File: src/rtl/imm_pkg.sv
// Package with the types, constants and helpers of the matrix multiply block.
package imm_pkg;

  localparam int MAX_DIM     = 8;
  localparam int DATA_W      = 32;
  localparam int DIM_W       = 4;
  localparam int IDX_W       = $clog2(MAX_DIM);
  localparam int STORE_DEPTH = MAX_DIM * MAX_DIM;
  localparam int ADDR_W      = $clog2(STORE_DEPTH);
  localparam int CNT_W       = ADDR_W + 2;
  localparam int CFG_IDX_W   = 2;

  localparam logic [CFG_IDX_W-1:0] REG_ROWS_A    = 2'd0;
  localparam logic [CFG_IDX_W-1:0] REG_INNER_DIM = 2'd1;
  localparam logic [CFG_IDX_W-1:0] REG_COLS_B    = 2'd2;

  typedef struct packed {
    logic              valid;
    logic              first;
    logic              last;
    logic [IDX_W-1:0]  k;
    logic [IDX_W-1:0]  row;
    logic [DATA_W-1:0] a;
  } tok_t;

  typedef struct packed {
    logic              valid;
    logic [IDX_W-1:0]  row;
    logic [DATA_W-1:0] value;
  } res_t;

  typedef struct packed {
    logic              en;
    logic [IDX_W-1:0]  col;
    logic [IDX_W-1:0]  k;
    logic [DATA_W-1:0] data;
  } bwr_t;

  typedef struct packed {
    logic [DIM_W-1:0] ra;
    logic [DIM_W-1:0] kd;
    logic [DIM_W-1:0] cb;
  } dims_t;

  function automatic logic [DIM_W-1:0] eff_dim(input logic [DIM_W-1:0] v);
    logic [DIM_W-1:0] r;
    if (v == '0) begin
      r = DIM_W'(1);
    end else if (v > DIM_W'(MAX_DIM)) begin
      r = DIM_W'(MAX_DIM);
    end else begin
      r = v;
    end
    return r;
  endfunction

endpackage

File: src/rtl/imm_cell.sv
// One multiply-accumulate cell of the chain, holding one column of matrix B.
module imm_cell import imm_pkg::*; (
  input  logic              clk_i,
  input  logic              rst_ni,
  input  logic              adv_i,
  input  logic              wr_en_i,
  input  logic [IDX_W-1:0]  wr_k_i,
  input  logic [DATA_W-1:0] wr_data_i,
  input  tok_t              tok_i,
  output tok_t              tok_o,
  output res_t              res_o
);

  logic [DATA_W-1:0] bcol_q [MAX_DIM];
  logic [DATA_W-1:0] prod_q;
  logic [DATA_W-1:0] acc_q;
  logic [DATA_W-1:0] sum;
  tok_t              tok_q;
  res_t              res_q;

  always_ff @(posedge clk_i) begin
    if (wr_en_i) begin
      bcol_q[wr_k_i] <= wr_data_i;
    end
  end

  always_comb begin
    sum = (tok_q.first ? '0 : acc_q) + prod_q;
  end

  always_ff @(posedge clk_i or negedge rst_ni) begin
    if (!rst_ni) begin
      tok_q <= '0;
      res_q <= '0;
    end else if (adv_i) begin
      tok_q       <= tok_i;
      res_q.valid <= tok_q.valid && tok_q.last;
      res_q.row   <= tok_q.row;
      res_q.value <= sum;
    end
  end

  always_ff @(posedge clk_i) begin
    if (adv_i) begin
      prod_q <= tok_i.a * bcol_q[tok_i.k];
      if (tok_q.valid) begin
        acc_q <= sum;
      end
    end
  end

  assign tok_o = tok_q;
  assign res_o = res_q;

endmodule

File: config.mk
export PLATFORM = sky130hd
export DESIGN_NAME = imm_cell
export DESIGN_NICKNAME = d
export VERILOG_FILES = /design/src/rtl/imm_pkg.sv /design/src/rtl/imm_cell.sv
export SDC_FILE = /design/constraint.sdc
export NUM_CORES = 2
export LEC_CHECK = 0
export ABC_AREA = 1
export BUFFER_PORTS_ARGS = -buffer_cell sky130_fd_sc_hd__clkbuf_2
export CORE_MARGIN = 1.5
export CORE_UTILIZATION = 40
export CTS_CLUSTER_SIZE = 14
export DETAILED_ROUTE_END_ITERATION = 6
export PLACE_DENSITY = 0.63
export SLEW_MARGIN = 5
export SYNTH_ARGS = -nofsm -noshare
export SYNTH_HDL_FRONTEND = slang
export SYNTH_SLANG_ARGS = --single-unit
export TNS_END_PERCENT = 100
File: constraint.sdc
create_clock -name clk_i -period 18.7 [get_ports clk_i]
set_input_delay 1.87 -clock clk_i [delete_from_list [all_inputs] [get_ports clk_i]]
set_output_delay 1.87 -clock clk_i [all_outputs]
set_load 0.02 [all_outputs]
# Word-level counts from Yosys, hierarchy flattened
# Memories as Yosys holds them, arrays and structs flattened.
# Cells that the tools add are included.
# classes
n_addsub,1
multipliers,1
n_div,0
order_cmp,0
n_eq_ne,0
n_shift,0
n_mux,3
bitwise_logic,0
reduce_logical,2
# op_table
op,count
$add A32 B32 Y32,1
$mul A32 B32 Y32,1
$mux W32,1
$mux W1,2
$reduce_and A2 Y1,1
$logic_and A1 B1 Y1,1
# totals
reg_bits,141
latch_bits,0
ramBits,256
romBits,0
in_bits,80
wordCells,19
memories,1
# mem_list
name,words,width,rd,rd_clocked_by_memory_dff,wr,line_no,rtl
bcol_q,8,32,1,0,1,imm_cell.sv:14,logic [DATA_W-1:0] bcol_q [MAX_DIM];

# Logic depth before layout (Yosys ltp)
# depth
ltp_word,2
mapped_depth,41

# Least setup slack after synthesis
# Ideal clock, no wire load.
# synth_timing
kind,input to register
from,input tok_i[35] in the netlist's numbering
to,register prod_q[29] (data pin)
arrival_ps,8855
setup_slack_ps,9587
stages,35
path_buffers,4
path_cell_list,buf_6 buf_12 buf_4 nor2_1 nor2_1 o21ai_0 o211ai_1 nand2_1 clkbuf_1 nor2_1 fa_1 inv_1 fa_1 fa_1 fa_1 inv_1 fa_1 inv_1 fa_1 inv_1 fa_1 fa_1 ha_1 nand2_1 inv_1 nand3_1 nor3_1 nand4_1 nand3_1 nand3_1 nand2_1 a31oi_1 o21ai_0 a21oi_1 xnor2_1
# synth_via
elab_chain_cells,2
# synth_rtl
element,line_no,rtl
start: declaration,imm_cell.sv:9,"input tok_t tok_i,"
$mem_v2 Z8 W32,-,
$mul A32 B32 Y32,imm_cell.sv:45,prod_q <= tok_i.a * bcol_q[tok_i.k];
end signal: assignment,imm_cell.sv:45,
end: declaration,imm_cell.sv:15,logic [DATA_W-1:0] prod_q;
# Every way passes these cells.
# A chain may end at the register's enable or synchronous reset.

# Final worst setup path
# Ends and elaborated chain as after synthesis.

==> impl_metrics.py <==
metrics = {
    "timing": {
        "fin_crit_sh": 0.575,
        "relSlewSlack": 0.239,
        "setup_tns_ns": 0,
        "max_freq_mhz": 93.1,
        "slew_viol_final": 0,
        "rsz0062_at_grt": "no",
        "period_needed_ns": 10.74,
        "finalSetupViolCount": 0,
        "hold_viol_final": 0,
        "worst_pin_slew_ns": 1.13,
        "fin_skew_ns": 0.0568,
    },
    "die": {
        "rows": 104,
        "core_sq_mm": 0.0804,
        "dieWidth_um": 288,
        "start_util": 0.404,
        "pin_count": 157,
        "die-area_sq_mm": 0.0830,
        "fp.dieH_um": 288,
    },
    "clocking": {
        "cts_sinks": 397,
        "htreeDepth": 2,
        "cts_made_buffers": 42,
        "clkLatencyLatePin_ns": 0.60,
        "root_buffer": "clkbuf_16",
        "cts_buffer_depth": 3,
        "clkTransAtPathRegs_ns": 0.06,
        "post-cts-setup-buffers": 0,
        "cts-resized-gates": 0,
        "cts_tree": "yes",
        "cts_hold_buffers": 0,
    },
    "synthesis": {
        "yosys_warnings": 0,
        "synthesis.nets": 4123,
        "synth_edf_count": 320,
        "synth_area_per_cell_sq_um": 9.34,
        "yosysUniqueCellTypes": 47,
        "ys_ff_latch": 397,
        "async_reset_ff_frac": 0.194,
        "yosysSeqAreaShare": 0.355,
        "synth_area_sq_mm": 0.0325,
        "syn_inst": 3480,
        "synthFlopType": "edfxtp_1",
    },
    "hold_path": {
        "hp-start": "tok_o[30]$_DFFE_PN0P_",
        "hold_path.class": "register to register",
        "whs_endpoint": "tok_o[30]$_DFFE_PN0P_",
        "worstHoldPathCells": 2,
    },
    "route": {
        "wl_met1_mm": 39.7,
        "top_layer_used": "met5",
        "drt_iter0_markers": 1998,
        "avgViaCountPerCell": 5.13,
        "wl_met2_mm": 43.8,
        "route.detailed.drc": 0,
        "postRouteAntennaNets": 0,
        "wl_met3_mm": 8.36,
        "dr.pass1.iters": 6,
        "wirelength_mm": 96.6,
        "wire_per_inst_um": 20.7,
        "route.vias.total": 24000,
    },
    "final_layout": {
        "syn2layout_area_growth_pct": 9.25,
        "final_common_cell": "nand2_1",
        "drive_gt1_frac": 0.0796,
        "num-nets-final": 4225,
        "final_cell_mix": "nand2_1, inv_1, nor2_1",
    },
    "placement": {
        "gp_congestion": 0.932,
        "place_hpwl_mm": 71.6,
        "portBuffers": 156,
    },
    "flow_run": {
        "cap_violations": 0,
    },
    "critical_path": {
        "path_max_fanout": 75,
        "worstRegToRegCells": 29,
        "r2r_start": "bcol_q[3][6]$_DFFE_PP_",
        "rrSetupSlack_ns": 10.24,
        "max_stage_delay_ns": 0.76,
        "cp_slowest_cell": "buf_4",
        "cp.arrival_ns": 11.06,
        "critical_path_class": "input pin to register",
        "critPathTopFamily": "adder cells",
        "regToRegEndpoint": "prod_q[29]$_DFFE_PP_",
        "critPathLaunchType": "input pin",
        "worstPathRequired_ns": 19.01,
        "cp_num_buf_inv": 6,
        "crit_path_frequent_cell": "fa_1",
        "critPathCaptureType": "register",
    },
    "global_route": {
        "grt_pass1_vias": 24400,
        "grt_pass1_wl_mm": 147,
        "grt_max_degree": 127,
        "antenna_found_initial": 15,
        "grt_remaining_overflow": 0,
        "track_usage": 0.238,
    },
    "status": {
        "outcome": "complete, no violations",
    },
}
[cell usage after synthesis (9+ instances only)]
| cell | count | area share |
|---|---|---|
| inv_1 | 604 | 0.070 |
| buf_2 | 14 | 0.0022 |
| fa_1 | 409 | 0.25 |
| o21ai_0 | 118 | 0.018 |
| xnor2_1 | 27 | 0.0073 |
| dfrtp_1 | 77 | 0.059 |
| o21ai_1 | 33 | 0.0051 |
| ha_1 | 154 | 0.059 |
| xor2_1 | 38 | 0.010 |
| edfxtp_1 | 320 | 0.30 |
| a21oi_1 | 64 | 0.0099 |
| clkbuf_1 | 78 | 0.0090 |
| nor2_1 | 508 | 0.059 |
| o211ai_1 | 11 | 0.0025 |
| a31oi_1 | 11 | 0.0021 |
| nand2_1 | 748 | 0.086 |
| nand4_1 | 20 | 0.0038 |
| nand2_2 | 9 | 0.0017 |
| nand3_1 | 127 | 0.020 |
| clkinv_1 | 12 | 0.0014 |
| buf_6 | 21 | 0.0073 |
[per-stage QoR]
stage / hold WS [ns] / cell area, sq um / cells / setup slack, ns / utilization
finish: 0.467 / 35500 / 4679 / 7.96 / 0.442
global route: 0.497 / 35500 / 4676 / 7.54 / 0.441
CTS: 0.474 / 35500 / 4676 / 8.05 / 0.441
detailed placement: 0.461 / 34200 / 4598 / 7.44 / 0.425
global placement: 0.454 / 34200 / 4598 / 7.50 / 0.425
floorplan: 0.549 / 32500 / 3480 / 9.59 / -
[layer usage]
layer,up-vias,track usage
li1,11000,-
met1,11800,0.309
met2,977,0.381
met3,261,0.0555
met4,16,0.102
met5,-,0
[flip-flops by register name, indices dropped and copies added, names as in the netlist]
signal,cells
tok_o,41
res_o,36
prod_q,32
acc_q,32
bcol_q,256
[worst register-to-register path: cells and delay by family, from the launching register on]
family,cells,cell delay (ns)
compound gates,3,0.58
flops,1,0.36
xor+xnor,1,0.16
fa+ha+maj,9,4.35
simple gates,11,2.13
buf+inv,5,0.60
[layout make-up]
class / instances / area, sq um
clock buffer: 53 / 1090
antenna: 3 / 7.51
inverter: 622 / 2340
timing repair buffer: 187 / 1020
fill: 7788 / 44900
clock inverter: 25 / 211
tap: 1060 / 1330
sequential: 397 / 11500
multi-input combinational: 2332 / 18000
[how the worst max path moves through the flow]
| stage | from | endpoint | slack [ns] | cells past startpoint |
|---|---|---|---|---|
| 3_5_place_dp | tok_i[35] | prod_q[29]$_DFFE_PP_ | 7.44 | 30 |
| 4_1_cts | tok_i[35] | prod_q[29]$_DFFE_PP_ | 8.05 | 30 |
| 2_1_floorplan | tok_i[35] | prod_q[29]$_DFFE_PP_ | 9.59 | 35 |
| 6_report | tok_i[35] | prod_q[29]$_DFFE_PP_ | 7.96 | 30 |
| 5_1_grt | tok_i[35] | prod_q[29]$_DFFE_PP_ | 7.54 | 30 |
| 3_3_place_gp | tok_i[35] | prod_q[29]$_DFFE_PP_ | 7.50 | 30 |
[cells by family after synthesis]
group | synth area share
adders and majority gates | 0.311
xor gates and xnor gates | 0.0190
and+or+nand+nor | 0.174
buffers and inverters | 0.0940
DFF | 0.355
AOI/OAI and AO/OA | 0.0472
Power is left out: the tool's default activity adds up to more than one toggle a clock period on the data nets, which glitch-free logic cannot reach.
